==> src/rtl/e2c_pkg.sv <==
`default_nettype none
// ----------------------------------------------------------------------------
// e2c_pkg: shared types and constants
// State, command and status types plus the calendar constants used by the
// seconds-to-calendar controller and datapath.
// ----------------------------------------------------------------------------
package e2c_pkg;

    // seconds per day, hour and minute
    localparam logic [16:0] SECS_PER_DAY  = 17'd86400;
    localparam logic [11:0] SECS_PER_HOUR = 12'd3600;
    localparam logic [5:0]  SECS_PER_MIN  = 6'd60;

    // reciprocals of the odd part of each divisor
    // day    = ((secs >> 7) * DAY_RECIP)  >> 35, 86400 = 128 * 675
    // hour   = ((sod  >> 4) * HOUR_RECIP) >> 21, 3600  = 16 * 225
    // minute = ((soh  >> 2) * MIN_RECIP)  >> 14, 60    = 4 * 15
    localparam logic [25:0] DAY_RECIP  = 26'd50903317;
    localparam logic [13:0] HOUR_RECIP = 14'd9321;
    localparam logic [10:0] MIN_RECIP  = 11'd1093;

    // first year and its residues mod 4, 100 and 400
    localparam logic [11:0] BASE_YEAR = 12'd1970;
    localparam logic [1:0]  Y4_BASE   = 2'd2;
    localparam logic [6:0]  Y100_BASE = 7'd70;
    localparam logic [8:0]  Y400_BASE = 9'd370;
    localparam logic [6:0]  Y100_LAST = 7'd99;
    localparam logic [8:0]  Y400_LAST = 9'd399;

    localparam logic [8:0] DAYS_COMMON = 9'd365;
    localparam logic [8:0] DAYS_LEAP   = 9'd366;

    localparam logic [3:0] MONTH_JAN = 4'd1;
    localparam logic [3:0] MONTH_DEC = 4'd12;

    typedef enum logic [3:0] {
        ST_IDLE,
        ST_DAY_QUO,
        ST_DAY_REM,
        ST_HOUR_QUO,
        ST_HOUR_REM,
        ST_MIN_QUO,
        ST_MIN_REM,
        ST_YEAR,
        ST_MONTH,
        ST_DONE
    } t_state;

    typedef struct packed {
        logic load;
        logic day_quo;
        logic day_rem;
        logic hour_quo;
        logic hour_rem;
        logic min_quo;
        logic min_rem;
        logic year_step;
        logic month_step;
        logic load_out;
    } t_cmd;

    typedef struct packed {
        logic year_fit;
        logic month_fit;
    } t_status;

    // days in a month, february depends on the leap flag
    function automatic logic [4:0] month_len(input logic [3:0] month, input logic leap);
        logic [4:0] len;
        case (month)
            4'd2:                      len = leap ? 5'd29 : 5'd28;
            4'd4, 4'd6, 4'd9, 4'd11:   len = 5'd30;
            default:                   len = 5'd31;
        endcase
        return len;
    endfunction

endpackage
`default_nettype wire

==> src/rtl/e2c_dpath.sv <==
`default_nettype none
// ----------------------------------------------------------------------------
// e2c_dpath: conversion datapath
// Reciprocal multiply splits for day, hour and minute, year and month
// subtraction with leap tracking, and the result register.
// ----------------------------------------------------------------------------
module e2c_dpath (
    input  wire logic              i_clk,
    input  wire logic              i_rst_n,
    input  wire e2c_pkg::t_cmd     i_cmd,
    input  wire logic [31:0]       i_epoch_seconds,
    output e2c_pkg::t_status       o_status,
    output logic [11:0]            o_cal_year,
    output logic [3:0]             o_cal_month,
    output logic [4:0]             o_cal_day,
    output logic [4:0]             o_cal_hour,
    output logic [5:0]             o_cal_minute,
    output logic [5:0]             o_cal_second
);

    logic [31:0] r_secs,  n_secs;
    logic [15:0] r_days,  n_days;
    logic [16:0] r_sod,   n_sod;
    logic [4:0]  r_hour,  n_hour;
    logic [11:0] r_soh,   n_soh;
    logic [5:0]  r_min,   n_min;
    logic [5:0]  r_sec,   n_sec;
    logic [11:0] r_year,  n_year;
    logic [1:0]  r_y4,    n_y4;
    logic [6:0]  r_y100,  n_y100;
    logic [8:0]  r_y400,  n_y400;
    logic [3:0]  r_month, n_month;

    logic [50:0] w_day_prod;
    logic [31:0] w_day_secs;
    logic [31:0] w_sod;
    logic [25:0] w_hour_prod;
    logic [16:0] w_hour_secs;
    logic [16:0] w_soh;
    logic [19:0] w_min_prod;
    logic [11:0] w_min_secs;
    logic [11:0] w_sec;
    logic        w_leap;
    logic [8:0]  w_ylen;
    logic [4:0]  w_mlen;

    // day count by reciprocal multiply, then second of day
    assign w_day_prod = {26'd0, r_secs[31:7]} * {25'd0, e2c_pkg::DAY_RECIP};
    assign w_day_secs = {16'd0, r_days} * {15'd0, e2c_pkg::SECS_PER_DAY};
    assign w_sod      = r_secs - w_day_secs;

    // hour, then second of hour
    assign w_hour_prod = {13'd0, r_sod[16:4]} * {12'd0, e2c_pkg::HOUR_RECIP};
    assign w_hour_secs = {12'd0, r_hour} * {5'd0, e2c_pkg::SECS_PER_HOUR};
    assign w_soh       = r_sod - w_hour_secs;

    // minute, then second of minute
    assign w_min_prod = {10'd0, r_soh[11:2]} * {9'd0, e2c_pkg::MIN_RECIP};
    assign w_min_secs = {6'd0, r_min} * {6'd0, e2c_pkg::SECS_PER_MIN};
    assign w_sec      = r_soh - w_min_secs;

    // gregorian leap rule from the residue counters
    assign w_leap = (r_y4 == 2'd0) && ((r_y100 != 7'd0) || (r_y400 == 9'd0));
    assign w_ylen = w_leap ? e2c_pkg::DAYS_LEAP : e2c_pkg::DAYS_COMMON;
    assign w_mlen = e2c_pkg::month_len(r_month, w_leap);

    assign o_status.year_fit  = (r_days < {7'd0, w_ylen});
    assign o_status.month_fit = (r_month == e2c_pkg::MONTH_DEC) ||
                                (r_days < {11'd0, w_mlen});

    // next state of the working registers
    always_comb begin
        n_secs  = r_secs;
        n_days  = r_days;
        n_sod   = r_sod;
        n_hour  = r_hour;
        n_soh   = r_soh;
        n_min   = r_min;
        n_sec   = r_sec;
        n_year  = r_year;
        n_y4    = r_y4;
        n_y100  = r_y100;
        n_y400  = r_y400;
        n_month = r_month;

        if (i_cmd.load) begin
            n_secs  = i_epoch_seconds;
            n_year  = e2c_pkg::BASE_YEAR;
            n_y4    = e2c_pkg::Y4_BASE;
            n_y100  = e2c_pkg::Y100_BASE;
            n_y400  = e2c_pkg::Y400_BASE;
            n_month = e2c_pkg::MONTH_JAN;
        end

        if (i_cmd.day_quo) begin
            n_days = w_day_prod[50:35];
        end
        if (i_cmd.day_rem) begin
            n_sod = w_sod[16:0];
        end
        if (i_cmd.hour_quo) begin
            n_hour = w_hour_prod[25:21];
        end
        if (i_cmd.hour_rem) begin
            n_soh = w_soh[11:0];
        end
        if (i_cmd.min_quo) begin
            n_min = w_min_prod[19:14];
        end
        if (i_cmd.min_rem) begin
            n_sec = w_sec[5:0];
        end

        if (i_cmd.year_step) begin
            n_days = r_days - {7'd0, w_ylen};
            n_year = r_year + 12'd1;
            n_y4   = r_y4 + 2'd1;
            n_y100 = (r_y100 == e2c_pkg::Y100_LAST) ? 7'd0 : r_y100 + 7'd1;
            n_y400 = (r_y400 == e2c_pkg::Y400_LAST) ? 9'd0 : r_y400 + 9'd1;
        end

        if (i_cmd.month_step) begin
            n_days  = r_days - {11'd0, w_mlen};
            n_month = r_month + 4'd1;
        end
    end

    // working registers
    always_ff @(posedge i_clk) begin
        r_secs  <= n_secs;
        r_days  <= n_days;
        r_sod   <= n_sod;
        r_hour  <= n_hour;
        r_soh   <= n_soh;
        r_min   <= n_min;
        r_sec   <= n_sec;
        r_year  <= n_year;
        r_y4    <= n_y4;
        r_y100  <= n_y100;
        r_y400  <= n_y400;
        r_month <= n_month;
    end

    // result register
    always_ff @(posedge i_clk) begin
        if (i_cmd.load_out) begin
            o_cal_year   <= r_year;
            o_cal_month  <= r_month;
            o_cal_day    <= r_days[4:0] + 5'd1;
            o_cal_hour   <= r_hour;
            o_cal_minute <= r_min;
            o_cal_second <= r_sec;
        end
    end

    // reset only matters for the controller, keep the port in use
    logic w_unused_rst;
    assign w_unused_rst = i_rst_n;

endmodule
`default_nettype wire

==> src/rtl/e2c_ctrl.sv <==
`default_nettype none
// ----------------------------------------------------------------------------
// e2c_ctrl: conversion sequencer
// Steps the datapath through the time splits and the year and month walk, and
// owns the input and output handshakes.
// ----------------------------------------------------------------------------
module e2c_ctrl (
    input  wire logic              i_clk,
    input  wire logic              i_rst_n,
    input  wire logic              i_in_valid,
    output logic                   o_in_ready,
    output logic                   o_out_valid,
    input  wire logic              i_out_ready,
    input  wire e2c_pkg::t_status  i_status,
    output e2c_pkg::t_cmd          o_cmd
);

    e2c_pkg::t_state r_state, n_state;
    logic            r_out_valid, n_out_valid;

    // state and output valid registers
    always_ff @(posedge i_clk) begin
        if (!i_rst_n) begin
            r_state     <= e2c_pkg::ST_IDLE;
            r_out_valid <= 1'b0;
        end else begin
            r_state     <= n_state;
            r_out_valid <= n_out_valid;
        end
    end

    assign o_in_ready  = (r_state == e2c_pkg::ST_IDLE);
    assign o_out_valid = r_out_valid;

    // next state and datapath commands
    always_comb begin
        n_state     = r_state;
        o_cmd       = '0;
        n_out_valid = r_out_valid;

        if (r_out_valid && i_out_ready) begin
            n_out_valid = 1'b0;
        end

        unique case (r_state)
            e2c_pkg::ST_IDLE: begin
                if (i_in_valid) begin
                    o_cmd.load = 1'b1;
                    n_state    = e2c_pkg::ST_DAY_QUO;
                end
            end
            e2c_pkg::ST_DAY_QUO: begin
                o_cmd.day_quo = 1'b1;
                n_state       = e2c_pkg::ST_DAY_REM;
            end
            e2c_pkg::ST_DAY_REM: begin
                o_cmd.day_rem = 1'b1;
                n_state       = e2c_pkg::ST_HOUR_QUO;
            end
            e2c_pkg::ST_HOUR_QUO: begin
                o_cmd.hour_quo = 1'b1;
                n_state        = e2c_pkg::ST_HOUR_REM;
            end
            e2c_pkg::ST_HOUR_REM: begin
                o_cmd.hour_rem = 1'b1;
                n_state        = e2c_pkg::ST_MIN_QUO;
            end
            e2c_pkg::ST_MIN_QUO: begin
                o_cmd.min_quo = 1'b1;
                n_state       = e2c_pkg::ST_MIN_REM;
            end
            e2c_pkg::ST_MIN_REM: begin
                o_cmd.min_rem = 1'b1;
                n_state       = e2c_pkg::ST_YEAR;
            end
            e2c_pkg::ST_YEAR: begin
                if (i_status.year_fit) begin
                    n_state = e2c_pkg::ST_MONTH;
                end else begin
                    o_cmd.year_step = 1'b1;
                end
            end
            e2c_pkg::ST_MONTH: begin
                if (i_status.month_fit) begin
                    n_state = e2c_pkg::ST_DONE;
                end else begin
                    o_cmd.month_step = 1'b1;
                end
            end
            e2c_pkg::ST_DONE: begin
                // hand over once the result register is free
                if (!r_out_valid || i_out_ready) begin
                    o_cmd.load_out = 1'b1;
                    n_out_valid    = 1'b1;
                    n_state        = e2c_pkg::ST_IDLE;
                end
            end
            default: begin
                n_state = e2c_pkg::ST_IDLE;
            end
        endcase
    end

endmodule
`default_nettype wire

==> src/rtl/epoch_seconds_to_calendar.sv <==
`default_nettype none
// Converts an unsigned 32-bit count of seconds since 1970-01-01 00:00:00 into
// the Gregorian date and time of day. One item is worked on at a time: the day
// count, the hour and the minute are each split off by a reciprocal multiply
// followed by a multiply and subtract for the remainder, one step per cycle,
// then the year walk subtracts one year per cycle from 1970 and the month walk
// one month per cycle. The time to finish an item grows with the years past
// 1970 and the months past January, and is longest for December 2105. The
// input is ready again in the same cycle as the result is offered. A finished
// result sits in its own register, so the next item is taken while the
// previous result waits to be read; a second finished result holds off the
// input until the first one is read.
// ----------------------------------------------------------------------------
// epoch_seconds_to_calendar: seconds since epoch to calendar date and time
// Top level joining the sequencer and the datapath.
// ----------------------------------------------------------------------------
module epoch_seconds_to_calendar (
    input  wire logic        i_clk,
    input  wire logic        i_rst_n,
    input  wire logic        i_in_valid,
    output logic             o_in_ready,
    input  wire logic [31:0] i_epoch_seconds,
    output logic             o_out_valid,
    input  wire logic        i_out_ready,
    output logic [11:0]      o_cal_year,
    output logic [3:0]       o_cal_month,
    output logic [4:0]       o_cal_day,
    output logic [4:0]       o_cal_hour,
    output logic [5:0]       o_cal_minute,
    output logic [5:0]       o_cal_second
);

    e2c_pkg::t_cmd    w_cmd;
    e2c_pkg::t_status w_status;

    // sequencer
    e2c_ctrl u_ctrl (
        .i_clk       (i_clk),
        .i_rst_n     (i_rst_n),
        .i_in_valid  (i_in_valid),
        .o_in_ready  (o_in_ready),
        .o_out_valid (o_out_valid),
        .i_out_ready (i_out_ready),
        .i_status    (w_status),
        .o_cmd       (w_cmd)
    );

    // datapath
    e2c_dpath u_dpath (
        .i_clk           (i_clk),
        .i_rst_n         (i_rst_n),
        .i_cmd           (w_cmd),
        .i_epoch_seconds (i_epoch_seconds),
        .o_status        (w_status),
        .o_cal_year      (o_cal_year),
        .o_cal_month     (o_cal_month),
        .o_cal_day       (o_cal_day),
        .o_cal_hour      (o_cal_hour),
        .o_cal_minute    (o_cal_minute),
        .o_cal_second    (o_cal_second)
    );

endmodule
`default_nettype wire

==> config.mk <==
export PLATFORM = sky130hd
export DESIGN_NAME = epoch_seconds_to_calendar
export DESIGN_NICKNAME = d
export VERILOG_FILES = /design/src/rtl/e2c_pkg.sv /design/src/rtl/e2c_dpath.sv /design/src/rtl/e2c_ctrl.sv /design/src/rtl/epoch_seconds_to_calendar.sv
export SDC_FILE = /design/constraint.sdc
export NUM_CORES = 1
export LEC_CHECK = 0
export BUFFER_PORTS_ARGS = -buffer_cell sky130_fd_sc_hd__buf_2
export CORE_ASPECT_RATIO = 0.8
export CORE_MARGIN = 3
export CORE_UTILIZATION = 30
export CTS_CLUSTER_SIZE = 10
export DETAILED_ROUTE_END_ITERATION = 10
export PLACE_DENSITY_LB_ADDON = 0.08
export SETUP_SLACK_MARGIN = 0.2
export SYNTH_ARGS = -nofsm -noshare
export SYNTH_HDL_FRONTEND = slang
export SYNTH_SLANG_ARGS = --single-unit
==> constraint.sdc <==
create_clock -name i_clk -period 9.3 [get_ports i_clk]
set_clock_uncertainty 0.15 [all_clocks]
set_input_delay 0.93 -clock i_clk [delete_from_list [all_inputs] [get_ports i_clk]]
set_output_delay 0.93 -clock i_clk [all_outputs]
set_load 0.01 [all_outputs]
# == Word-level counts from Yosys, hierarchy flattened ==
# Cells that the tools add are included.
# word_totals
register_bits,171
input_bits,36
out_inout_bits,40
word_cells,115
# classes
addsub,11
mul,6
order_cmp,2
n_eq_ne,21
mux,40
reduce_logical,15
# op_table
operator,count
multiplier 25 x 26 -> 51 bit (second input constant),1
two-way mux 16 bit,3
case mux 4 bit (10 select lines),1
two-way mux 9 bit,3
multiplier 13 x 14 -> 26 bit (second input constant),1
== test 4 x 3 -> 1 bit (second input constant),6
two-way mux 12 bit,2
two-way mux 4 bit,6
two-way mux 7 bit,3
== test 4 bit (second input constant),5
multiplier 10 x 11 -> 20 bit (second input constant),1
two-way mux 1 bit,18
subtractor 17 bit,1
< comparator 16 x 5 -> 1 bit,1
< comparator 16 x 9 -> 1 bit,1
multiplier 16 x 10 -> 10 bit (second input constant),1
subtractor 16 x 5 -> 16 bit,1
subtractor 16 x 9 -> 16 bit,1
adder 12 x 1 -> 12 bit (second input constant),1
== test 4 x 2 -> 1 bit (second input constant),3
subtractor 12 bit,1
case mux 5 bit (2 select lines),1
adder 9 x 1 -> 9 bit (second input constant),1
== test 9 bit (second input constant),1
other kinds (23),31

# == Depth between registers and ports, before layout ==
# Gate-level depths: netlist of the first run.
# depth
word_depth,10
mapped_depth,25
ltp_nobuf,25

# == Modules after synthesis ==
# A second synthesis of the first run with hierarchy kept.
# hier_totals
hier_cells,2068
hier_area_um2,21769.6
# modules_own_cells
mod,instances,cells_per_inst,area_per_inst_um2,seq_area_each_um2
e2c_dpath,1,2022,21406.8,4984.8
e2c_ctrl,1,46,362.8,100.1

# == Worst setup path after synthesis of the first run ==
# No wires, ideal clock.
# synth_timing
path_kind,register -> register
from,register u_dpath.r_secs[20]
to,register u_dpath.r_days[14] (data pin)
arrival_ns,6.090
t_required_ns,8.889
setup_slack_ns,2.798
path_stages_with_launch,22
n_path_buf,0
cell_sequence,edfxtp_1 > fa_1 > inv_1 > fa_1 > inv_1 > ha_1 > fa_1 > fa_1 > fa_1 > inv_1 > fa_1 > inv_1 > ha_1 > nand2_2 > o22ai_1 > nand2b_1 > a311o_1 > o2111a_1 > o31a_4 > a311o_1 > nand2_1 > a21oi_1
# synth_via
elab_chain_len,4
# synth_rtl
element,line_no,rtl
start: declaration,e2c_dpath.sv:21,"logic [31:0] r_secs, n_secs;"
start signal: assignment,e2c_dpath.sv:130,r_secs <= n_secs;
multiplier 25 x 26 -> 51 bit,e2c_dpath.sv:48,"assign w_day_prod = {26'd0, r_secs[31:7]} * {25'd0, e2c_pkg::DAY_RECIP};"
two-way mux 16 bit,e2c_dpath.sv:95,if (i_cmd.day_quo) begin
two-way mux 16 bit,e2c_dpath.sv:114,if (i_cmd.year_step) begin
two-way mux 16 bit,e2c_dpath.sv:122,if (i_cmd.month_step) begin
via u_dpath.n_days[14],e2c_dpath.sv:22,"logic [15:0] r_days, n_days;"
end signal: assignment,e2c_dpath.sv:131,r_days <= n_days;
end: declaration,e2c_dpath.sv:22,
# The timed path passes the listed nets, and every way through them passes these cells. The select of a mux whose other input is x is not followed.
# A chain may end at the register's enable or synchronous reset.

# == Worst setup path in the final report of the first run ==
# layout_timing
from,register u_dpath.r_secs[15]
to,register u_dpath.r_days[15] (data pin)
# The elaborated chain is that of the path after synthesis.

==> results, run 1 <==
- The worst register-to-register path begins at u_dpath.r_secs[15]$_DFFE_PP_.
- The share of the synthesized area in the top cell type is 27.6%.
- The commonest cells after synthesis are 499 x sky130_fd_sc_hd__inv_1, 472 x sky130_fd_sc_hd__ha_1, 228 x sky130_fd_sc_hd__fa_1.
- For the final routed database, the setup TNS stands at 0 ns.
- Synthesis instantiated 65 different standard cells from the library.
- The dominant synthesized flop cell is sky130_fd_sc_hd__edfxtp_1.
- On the worst path, the slowest cell contributes a delay of 0.85 ns.
- The pre-antenna-repair detailed-routing pass consisted of 5 iterations.
- After global routing the overflow that remains totals 0.
- After global routing, the most crowded layer is met2.
- At the later pin of the worst-skew pair, clock insertion delay measures 0.49 ns.
- The layout has 7,123 filler cells.
- The standard cell area after detailed placement is 0.0229 mm².
- After detailed routing, the number of vias per cell comes to 4.53.
- The number of clock buffers added by TritonCTS is 17.
- The routing usage on met1 is 21.4%.
- The routing usage on met3 is 2.65%.
- After clock tree synthesis, the flow added hold-fix buffers numbering 0.
- The core region is 0.0697 mm².
- The cell type with the largest total area after synthesis is sky130_fd_sc_hd__ha_1.
- The detailed router placed 13,700 vias in this run.
- The number of ports placed on the die boundary is 76.
- After floorplanning, the core was divided into 86 placement rows.
- The floorplan step defined a die boundary enclosing 0.0745 mm².
- For the pin with the worst max-slew slack, the measured transition is 1.15 ns.
- Hold is met by 0.271 ns.
- The DRC marker count from the first detailed-route iteration is 586.
- The CTS tree is yes.
- The run finished with clean final reports.
- For this run, the top clock speed supported by timing is 138 MHz.
- The worst hold path was traced through 0 stages.
- For this run, the number of Yosys warnings is 0.
- Global routing used 23.4% of the available met2 tracks.
- The required time at the endpoint of the critical path is 9.36 ns.
- For hold timing, the worst endpoint is u_dpath.o_cal_second[5]$_DFFE_PP_.
- The clock passes through at most 2 buffers.
- The global-route wire length before repair is 85.4 mm.
- The launch point of the worst path is u_dpath.r_secs[15]$_DFFE_PP_.
- The antenna violation net count after detailed routing is 0.
- The arrival time at the worst endpoint is 7.33 ns.
- Counting flops with a built-in enable in the synthesized netlist gives 166.
- The tool flagged a number of max-cap violations equal to 0.
- The portion of the post-synthesis area used by sequential elements is 23.8%.
- The most common cell in the synthesized netlist is sky130_fd_sc_hd__inv_1.
- After routing the design area is 0.0235 mm².
- Relative to the synthesized area, the layout overhead comes to 9.86%.
- Subtracting the final worst setup slack from the clock period gives 7.26 ns.
- The destination of the worst register-to-register timing path is u_dpath.r_days[15]$_DFFE_PP_.
- The HPWL after detailed placement is 44.2 mm.
- The number of gates resized after cts is 0.
- Sorting the synthesized cells by area gives the leading types as sky130_fd_sc_hd__ha_1 28%, sky130_fd_sc_hd__edfxtp_1 23%, sky130_fd_sc_hd__fa_1 21%.
- The worst pin sits at a relative slew slack of 22.7%.
- The H-tree was split into 4 levels.
- Counting every sink on the clock net gives 171.
- The combined area of all synthesized cells is 0.0214 mm².
- The setup slack of the worst register-to-register path is 2.04 ns.
- Global routing used 14.9% of the available tracks across all layers.
- Buffers placed on the I/O ports in this run total 75.
- The width of the chip is 304 µm.
- By instance count, the cell type seen most on the critical path is sky130_fd_sc_hd__fa_1.
- The largest individual stage delay along the critical path comes from the cell sky130_fd_sc_hd__edfxtp_1.
- After detailed routing, the number of remaining DRC violations is 0.
- Of the cells placed in the final design, the portion with a size suffix greater than 1 is 6.80%.
- Of the available clock period, the critical path in the final layout requires 78.1%.
- The register area is 0.00508 mm².
- The final hold violation count is 0.
- The effective utilization at floorplan is 30.6%.
- The average detailed-routed wire length per instance is 17.5 µm.
- The maximum number of pins on one net before global-route repair is 39.
- The max-slew violation count is 0.
- Routability-driven placement finished with a final weighted congestion of 0.838.
- The instance count of the mapped netlist is 2,007.
- The vertical extent of the die is 245 µm.
- 0 antenna diodes ended up in the layout.
- The launch point of the worst hold path is u_dpath.r_sec[5]$_DFFE_PP_.
- The via count of the first global-routing pass is 14,700.
- Walking the worst path, the cells encountered are inv_1 -> fa_1 -> fa_1 -> inv_1 -> fa_1 -> inv_1 -> fa_1 -> fa_1 -> fa_1 -> inv_1 -> ha_1 -> nand2_1 -> nor3_1 -> nor3_1 -> o41ai_2 -> o2111a_1 -> o31a_4 -> a22oi_2 -> a22oi_1 -> o31ai_2.
- Summed over all layers, the routed wires come to 53.0 mm.
- The fraction of registers with async set or reset after synthesis is 0%.
- The total of flip-flops plus latches after synthesis is 171.
- Setup violations remaining at the end of the flow were counted as 0.
- The critical setup path kind is reg -> reg.
- The number of nets in the layout is 2,825.
- When the netlist entered floorplanning its net count stood at 2,743.
- The root buffer selected by CTS is sky130_fd_sc_hd__clkbuf_16.
- The worst setup path is launched from a flip-flop.
- The worst setup path is captured at a flip-flop.
- The peak fanout along the critical path is 9.
- The depth of the most critical reg-to-reg path is 20.
- The clock transition at the registers of the reported paths is 0.08 ns.
- The initial antenna violation count is 1.
- The area taken by multi-input logic gates is 0.0144 mm².
- The worst hold path belongs to the class reg -> reg.
- Setup repair after global routing left no endpoint under its margin.
- The average instance in the mapped netlist occupies 10.6 µm².
- The number of buffers inserted to repair setup after CTS is 0.
==> state kept, by name, indices dropped and copies added (netlist names), 6 cells and up <==
register	count
u_dpath.r_y400	9
u_dpath.r_min	6
u_dpath.r_soh	12
u_dpath.r_sec	6
u_dpath.r_y100	7
u_dpath.r_sod	17
u_dpath.o_cal_minute	6
u_dpath.r_year	12
u_dpath.o_cal_second	6
u_dpath.o_cal_year	12
u_dpath.r_days	16
u_dpath.r_secs	32
==> critical path: cells and delay by family (launching register included) <==
| kind | cells | cell delay [ns] |
|---|---|---|
| compound gates | 6 | 1.22 |
| flops | 1 | 0.85 |
| buf+inv | 4 | 0.56 |
| simple gates | 3 | 0.74 |
| fa+ha+maj | 7 | 3.48 |
==> placed cells by master (no fill, tap or decap), types with 14 or more instances in the layout <==
master / instances
sky130_fd_sc_hd__a21oi_1: 71
sky130_fd_sc_hd__a21o_1: 36
sky130_fd_sc_hd__fa_1: 228
sky130_fd_sc_hd__clkbuf_16: 17
sky130_fd_sc_hd__nor2_1: 59
sky130_fd_sc_hd__buf_2: 75
sky130_fd_sc_hd__edfxtp_1: 166
sky130_fd_sc_hd__o21ai_0: 42
sky130_fd_sc_hd__nand2b_1: 14
sky130_fd_sc_hd__nand2_1: 72
sky130_fd_sc_hd__nor3_1: 16
sky130_fd_sc_hd__ha_1: 472
sky130_fd_sc_hd__nand3_1: 28
sky130_fd_sc_hd__inv_1: 498
sky130_fd_sc_hd__xnor2_1: 53
sky130_fd_sc_hd__nor2b_1: 16
sky130_fd_sc_hd__xor2_1: 38
==> per-layer routing <==
metal | part of all wire (%) | wire [µm]
met5 | 0 | 0
met4 | 1.5 | 790
met3 | 3.3 | 1750
met1 | 51 | 27300
met2 | 44 | 23200
==> layout make-up <==
type	count	area share, %
inverters	499	7.98
clock buffers	19	1.89
repair buffers	85	1.92
clock inverters	13	0.464
flip-flops and latches	171	21.7
well taps	924	4.92
multi-input cells	1315	61.2
==> through the flow <==
stage | utilization, % | setup WS [ns] | cells
2_1_floorplan | - | 2.80 | 2007
3_3_place_gp | 32.9 | 2.04 | 2994
3_5_place_dp | 32.9 | 2.01 | 2994
4_1_cts | 33.7 | 1.98 | 3026
5_1_grt | 33.7 | 1.61 | 3026
6_report | 33.7 | 2.04 | 3026
==> kinds of logic (layout without fill, tap and decap cells) <==
kind of cell,after synthesis,in the layout,share of synthesized area [%]
fa+ha+maj,700,700,49.0
buf+inv,521,616,9.20
simple gates,272,272,6.32
compound gates,251,251,7.90
flops,171,171,23.8
xor+xnor,91,91,3.73
mux,1,1,0.0468
==> worst max path at each step <==
| stage | depth (start not counted) | to | slack [ns] |
|---|---|---|---|
| final | 20 | u_dpath.r_days[15]$_DFFE_PP_ | 2.04 |
| after global routing | 23 | u_dpath.r_days[13]$_DFFE_PP_ | 1.61 |
| after CTS | 23 | u_dpath.r_days[13]$_DFFE_PP_ | 1.98 |
| after detailed placement | 23 | u_dpath.r_days[13]$_DFFE_PP_ | 2.01 |
| after global placement | 25 | u_dpath.r_days[14]$_DFFE_PP_ | 2.04 |
| after floorplan | 21 | u_dpath.r_days[14]$_DFFE_PP_ | 2.80 |
Power of run 1 is left out: the tool's default activity adds up to more than one toggle a clock period on the data nets, which glitch-free logic cannot reach.
==> inputs of run 2 (changes only) <==
clock period = 7.05 ns   (was 9.3 ns; I/O delays follow)
==> results, run 2 (synthesis results as in run 1) <==
- At the end of the flow the core is filled with cells to 34.7%.
- For this configuration, the core starts out at a cell density of 30.6%.
- In this run the vertical extent of the chip is 245 µm.
- The critical path launch point type is a flip-flop.
- For hold timing, the worst endpoint is u_dpath.r_secs[27]$_DFFE_PP_.
- STA classifies the critical path endpoint as a flip-flop.
- The area inside the core boundary is 0.0697 mm².
- Across all layers, the routed design uses 14,000 vias.
- Traced cell by cell, the critical path runs through fa_1 -> ha_1 -> inv_1 -> fa_1 -> fa_1 -> inv_1 -> fa_1 -> inv_1 -> fa_1 -> inv_1 -> fa_1 -> ha_4 -> a21oi_2 -> o21ai_1 -> a311o_1 -> o2111a_1 -> o31a_4 -> a311o_1 -> nand2_1 -> a21oi_1.
- The arrival time at the worst endpoint is 6.75 ns.
- Pin placement for this block handled 76 I/O pins.
- The setup violation total in the final timing report is 0.
- The layout cell share with drive strength beyond 1 is 10.9%.
- The final hold violation count is 0.
- The depth of the most critical reg-to-reg path is 20.
- Counting I/O delays and the setup requirement, the final critical path takes 6.66 ns.
- For the final routed database, the setup TNS stands at 0 ns.
- The largest registers in the layout are u_dpath.r_secs x32, u_dpath.r_sod x17, u_dpath.r_days x16.
- Based on the critical path, the design can be clocked at up to 150 MHz.
- The DRC marker count from the first detailed-route iteration is 600.
- At the worst endpoint, the required time is 7.14 ns.
- The cell repeated most along the worst path is sky130_fd_sc_hd__fa_1.
- The max-capacitance violation count is 0.
- The run finished with clean final reports.
- The die covers 0.0745 mm².
- The slowest stage cell on the critical path is sky130_fd_sc_hd__fa_1.
- The area taken by multi-input logic gates is 0.0146 mm².
- Entering global routing, the biggest net connects 33 pins.
- For this run, design rule violations remaining after detail routing come to 0.
- In this run, post-CTS hold repair placed 0 buffers.
- Counting every sink on the clock net gives 171.
- TritonCTS built the clock tree.
- After detailed routing, the average wire length per cell comes to 18.0 µm.
- Setup repair after global routing could not meet its margin everywhere.
- Registers take 0.00508 mm².
- Clock-pin slew was measured on the worst setup and hold paths at 0.08 ns.
- The via count of the first global-routing pass is 14,700.
- The total number of placement rows is 86.
- The cell depth of the worst min-delay path is 1.
- The antenna violation net count after detailed routing is 0.
- Counting flops per register, the top entry is u_dpath.r_secs.
- The library cell used most frequently in the layout, excluding fill and tap cells, is sky130_fd_sc_hd__inv_1.
- The first detailed-routing pass ran for 5 iterations.
- The root buffer selected by CTS is sky130_fd_sc_hd__clkbuf_16.
- In the layout the commonest cells are 498 x sky130_fd_sc_hd__inv_1, 461 x sky130_fd_sc_hd__ha_1, 228 x sky130_fd_sc_hd__fa_1.
- The wire length after detailed routing is 55.6 mm.
- The longest clock path from root to sink contains 2 buffers.
- Global routing consumed, over all layers together, 15.3% of the routing resources.
- In this run the tightest slew margin relative to its limit is 23.9%.
- At the pin with the least slew margin, the transition time is 1.13 ns.
- The CTS buffer count is 17.
- Dividing the detail-routed via count by the number of cells gives 4.53.
- The post-synthesis to final-layout area growth is 13.4%.
- The fraction of the cycle the final worst path needs is 94.4%.
- For the worst-skew pair, the clock arrives at the later sink with an insertion delay of 0.48 ns.
- 0 antenna diodes ended up in the layout.
- The launch point of the worst hold path is i_epoch_seconds[27].
- In this design, the stage delay of the slowest critical-path cell is 0.59 ns.
- The HPWL after detailed placement is 46.8 mm.
- The startpoint of the lowest-slack register-to-register path is u_dpath.r_secs[26]$_DFFE_PP_.
- The global-route wire length before repair is 86.6 mm.
- The worst register-to-register path has a setup slack of 0.39 ns.
- The number of flip-flops under the largest register name is 32.
- The destination of the worst register-to-register timing path is u_dpath.r_days[14]$_DFFE_PP_.
- The initial antenna violation count is 0.
- The number of inserted filler cells in the final layout is 7,118.
- The total congestion overflow is 0.
- The max-slew violation count was 0.
- At the end of routability-driven placement, the weighted congestion stood at 0.858.
- The width of the chip is 304 µm.
- Of all nets on the critical path, the largest fanout is 5.
- The worst hold path belongs to the class in -> reg.
- The count of H-tree levels built during CTS is 4.
- The count of buffers added on input and output ports is 75.
- At the end of the flow, the number of nets in the layout was 2,893.
- The critical setup path kind is reg -> reg.
[run 2: metal layers]
layer / up-vias / wire (µm) / global-route usage, %
met2: 178 / 24400 / 23.9
met4: 0 / 735 / 3.33
met3: 33 / 1410 / 2.17
met5: - / 0 / 0
met1: 6844 / 29100 / 22.5
li1: 6953 / - / -
[run 2: how the worst max path moves through the flow]
stage          slack, ns                            to  cells past startpoint                          from
6_report            0.39  u_dpath.r_days[14]$_DFFE_PP_                     20  u_dpath.r_secs[26]$_DFFE_PP_
3_5_place_dp        0.09  u_dpath.r_days[13]$_DFFE_PP_                     21  u_dpath.r_secs[27]$_DFFE_PP_
2_1_floorplan       0.55  u_dpath.r_days[14]$_DFFE_PP_                     21  u_dpath.r_secs[20]$_DFFE_PP_
5_1_grt             0.17  u_dpath.r_days[13]$_DFFE_PP_                     25  u_dpath.r_secs[11]$_DFFE_PP_
4_1_cts             0.20  u_dpath.r_days[13]$_DFFE_PP_                     21  u_dpath.r_secs[26]$_DFFE_PP_
3_3_place_gp        0.21  u_dpath.r_days[13]$_DFFE_PP_                     21  u_dpath.r_secs[27]$_DFFE_PP_
[run 2: area by class of cell]
cell class | count | area share, %
repair buffers | 153 | 4.06
inverters | 499 | 7.73
flip-flops and latches | 171 | 21.0
clock buffers | 21 | 1.90
multi-input cells | 1315 | 60.2
clock inverters | 11 | 0.367
well taps | 924 | 4.77
[run 2: critical path, delay by kind of cell, from the launching register on]
kind | cells | cell delay [ns]
DFF | 1 | 0.53
adders and majority gates | 8 | 3.74
AOI/OAI and AO/OA | 7 | 1.70
buffers and inverters | 4 | 0.21
and+or+nand+nor | 1 | 0.07
[run 2: metrics by stage]
| stage | area (µm²) | cells | setup WS (ns) | hold slack [ns] |
|---|---|---|---|---|
| floorplan | 21400 | 2007 | 0.548 | 0.250 |
| global placement | 23300 | 3039 | 0.210 | 0.257 |
| detailed placement | 23300 | 3039 | 0.0926 | 0.255 |
| CTS | 23800 | 3073 | 0.198 | 0.194 |
| global route | 24200 | 3094 | 0.171 | 0.207 |
| finish | 24200 | 3094 | 0.393 | 0.246 |
[run 2: timing repair]
item,CTS,global route
pin swaps,0,16
gates resized for setup,2,39
endpoints found under the setup margin,4,14
buffers inserted,2,21
gates cloned,0,0
Power of run 2 is left out for the same reason.
==> inputs of run 3 (changes only) <==
CORE_MARGIN = unset   (was 3)
==> results, run 3 (synthesis results as in run 1) <==
- The clock reaches the later pin of the worst-skew pair after 0.50 ns.
- The max-capacitance violation count is 0.
- Summing all multi-input logic gate instances after layout gives 0.0146 mm².
- The maximum clock frequency is 151 MHz.
- The layout cell share with drive strength beyond 1 is 11.0%.
- The root buffer selected by CTS is sky130_fd_sc_hd__clkbuf_16.
- The register area is 0.00508 mm².
- Summed over all failing endpoints, the final setup total negative slack is 0 ns.
- The non-filler instance count after layout is 3,106.
- After clock tree synthesis, the flow added hold-fix buffers numbering 0.
- The antenna diode count is 0.
- The run finished with clean final reports.
- TritonCTS built the clock tree.
- Setup repair after global routing left no endpoint under its margin.
- The first global-routing pass estimated 86.4 mm of wire.
- The class of the worst hold path is in -> reg.
- The clock sink count is 171.
- The vertical extent of the die is 241 µm.
- The total number of placement rows is 87.
- The most frequent standard cell in the layout excluding fill and tap cells is sky130_fd_sc_hd__inv_1.
- The peak fanout along the critical path is 7.
- At the end of routability-driven placement, the weighted congestion stood at 0.867.
- The count of port buffers added during placement is 75.
- The area inside the core boundary is 0.0704 mm².
- Tracing the worst setup path back leads to its startpoint at u_dpath.r_secs[20]$_DFFE_PP_.
- Summed over all layers, the routed wires come to 54.6 mm.
- The final hold violation count is 0.
- The actual transition at the worst max-transition pin is 1.02 ns.
- The count of H-tree levels built during CTS is 4.
- The register with the highest flop count is u_dpath.r_secs.
- The via count of the first global-routing pass is 14,800.
- The clock passes through at most 2 buffers.
- The critical path launch point type is a flip-flop.
- The arrival time at the worst endpoint is 6.72 ns.
- The initial utilization of the core area, before any placement, comes to 30.3%.
- The top cell types in the final layout, fill and taps aside, are 498 x sky130_fd_sc_hd__inv_1, 459 x sky130_fd_sc_hd__ha_1, 228 x sky130_fd_sc_hd__fa_1.
- Entering global routing, the biggest net connects 33 pins.
- The fraction of the cycle the final worst path needs is 94.2%.
- The initial antenna violation count is 1.
- The worst hold path begins at i_epoch_seconds[19].
- Compared with the post-synthesis result, the final layout area differs by 13.8%.
- In this run, the number of DRC markers left after iteration 0 of detailed routing was 649.
- The worst relative slew slack is 31.3%.
- The cell total after placement is 3,057.
- The number of flip-flops under the largest register name is 32.
- The number of inserted filler cells in the final layout is 7,086.
- The pre-antenna-repair detailed-routing pass consisted of 5 iterations.
- The minimum period implied by the final worst setup slack is 6.64 ns.
- The worst register-to-register path begins at u_dpath.r_secs[20]$_DFFE_PP_.
- In the global route stage, overall resource usage came out at 15.9%.
- The max-slew violation count is 0.
- The width of the chip is 300 µm.
- Once detail routing completed, the nets flagged for antenna violations numbered 0.
- Summed over all layers, the global routing overflow is 0.
- After legalization and detailed placement, the total HPWL measured 46.5 mm.
- The clock transition at the registers of the reported paths is 0.08 ns.
- Setup violations remaining at the end of the flow were counted as 0.
- The required time at the endpoint of the critical path is 7.13 ns.
- The die covers 0.0723 mm².
- For this block, the via count after detailed routing is 13,900.
- After detailed routing, the number of remaining DRC violations is 0.
- The number of ports placed on the die boundary is 76.
- In this run, CTS created clock tree buffers numbering 17.
- The net count of the finished layout is 2,895.
- The critical setup path kind is reg -> reg.
- The category of the worst setup path capture point is a flip-flop.
- The average detailed-routed wire length per instance is 17.6 µm.
- The largest registers in the layout are u_dpath.r_secs x32, u_dpath.r_sod x17, u_dpath.r_days x16.
- The number of vias per cell is 4.46.
[run 3: changes by cell type in the layout (fill, tap and decap cells not counted), sizes merged]
cell / before / now
inv: 502 / 507
clkbuf: 21 / 17
buf: 153 / 155
clkinv: 7 / 6
[run 3: per-layer routing]
layer	vias up	global-route usage, %	wire [µm]
met4	2	3.39	646
li1	6953	-	-
met5	-	0	13
met3	36	2.20	1290
met2	153	25.2	24400
met1	6724	23.0	28200
[run 3: timing repair]
item / 4_1_cts / 5_1_grt
endpoints found under the setup margin: 7 / 14
setup buffers: 3 / 14
gates resized for setup: 1 / 37
pin swaps: 0 / 16
cloned: 0 / 0
[run 3: layout make-up]
type / instances / share of cell area, %
clock inverters: 15 / 0.772
multi-input cells: 1315 / 59.9
repair buffers: 155 / 4.13
well taps: 934 / 4.81
flip-flops and latches: 171 / 20.9
clock buffers: 17 / 1.75
inverters: 499 / 7.70
[run 3: metrics by stage]
step	setup WS [ns]	cell area, µm²	utilization, %	hold slack, ns
after detailed placement	0.0755	23300	33.2	0.256
after global routing	0.192	24300	34.5	0.202
final	0.411	24300	34.5	0.233
after floorplan	0.548	21400	-	0.250
after CTS	0.225	24000	34.1	0.190
after global placement	0.131	23300	33.2	0.254
[run 3: worst max-delay path, stage by stage (launching register included)]
cell	delay, ns
sky130_fd_sc_hd__edfxtp_1	0.43
sky130_fd_sc_hd__fa_1	0.55
sky130_fd_sc_hd__inv_1	0.05
sky130_fd_sc_hd__fa_1	0.48
sky130_fd_sc_hd__inv_1	0.05
sky130_fd_sc_hd__ha_1	0.30
sky130_fd_sc_hd__fa_1	0.50
sky130_fd_sc_hd__fa_1	0.45
sky130_fd_sc_hd__fa_1	0.54
sky130_fd_sc_hd__inv_1	0.05
sky130_fd_sc_hd__fa_1	0.53
sky130_fd_sc_hd__inv_1	0.08
sky130_fd_sc_hd__ha_4	0.29
sky130_fd_sc_hd__a21oi_1	0.26
sky130_fd_sc_hd__nand2b_1	0.10
sky130_fd_sc_hd__a311o_1	0.40
sky130_fd_sc_hd__o2111a_1	0.28
sky130_fd_sc_hd__o31a_4	0.38
sky130_fd_sc_hd__a211oi_1	0.31
sky130_fd_sc_hd__a21o_1	0.13
sky130_fd_sc_hd__a21oi_1	0.06
[run 3: final timing paths]
check,slack [ns],cells after the start,endpoint
setup / recovery,0.41,20,u_dpath.r_days[11]$_DFFE_PP_
hold / removal,0.23,1,u_dpath.r_secs[19]$_DFFE_PP_
setup reg to reg,0.41,20,u_dpath.r_days[11]$_DFFE_PP_
hold reg to reg,0.27,0,u_dpath.o_cal_second[3]$_DFFE_PP_
Power of run 3 is left out for the same reason.
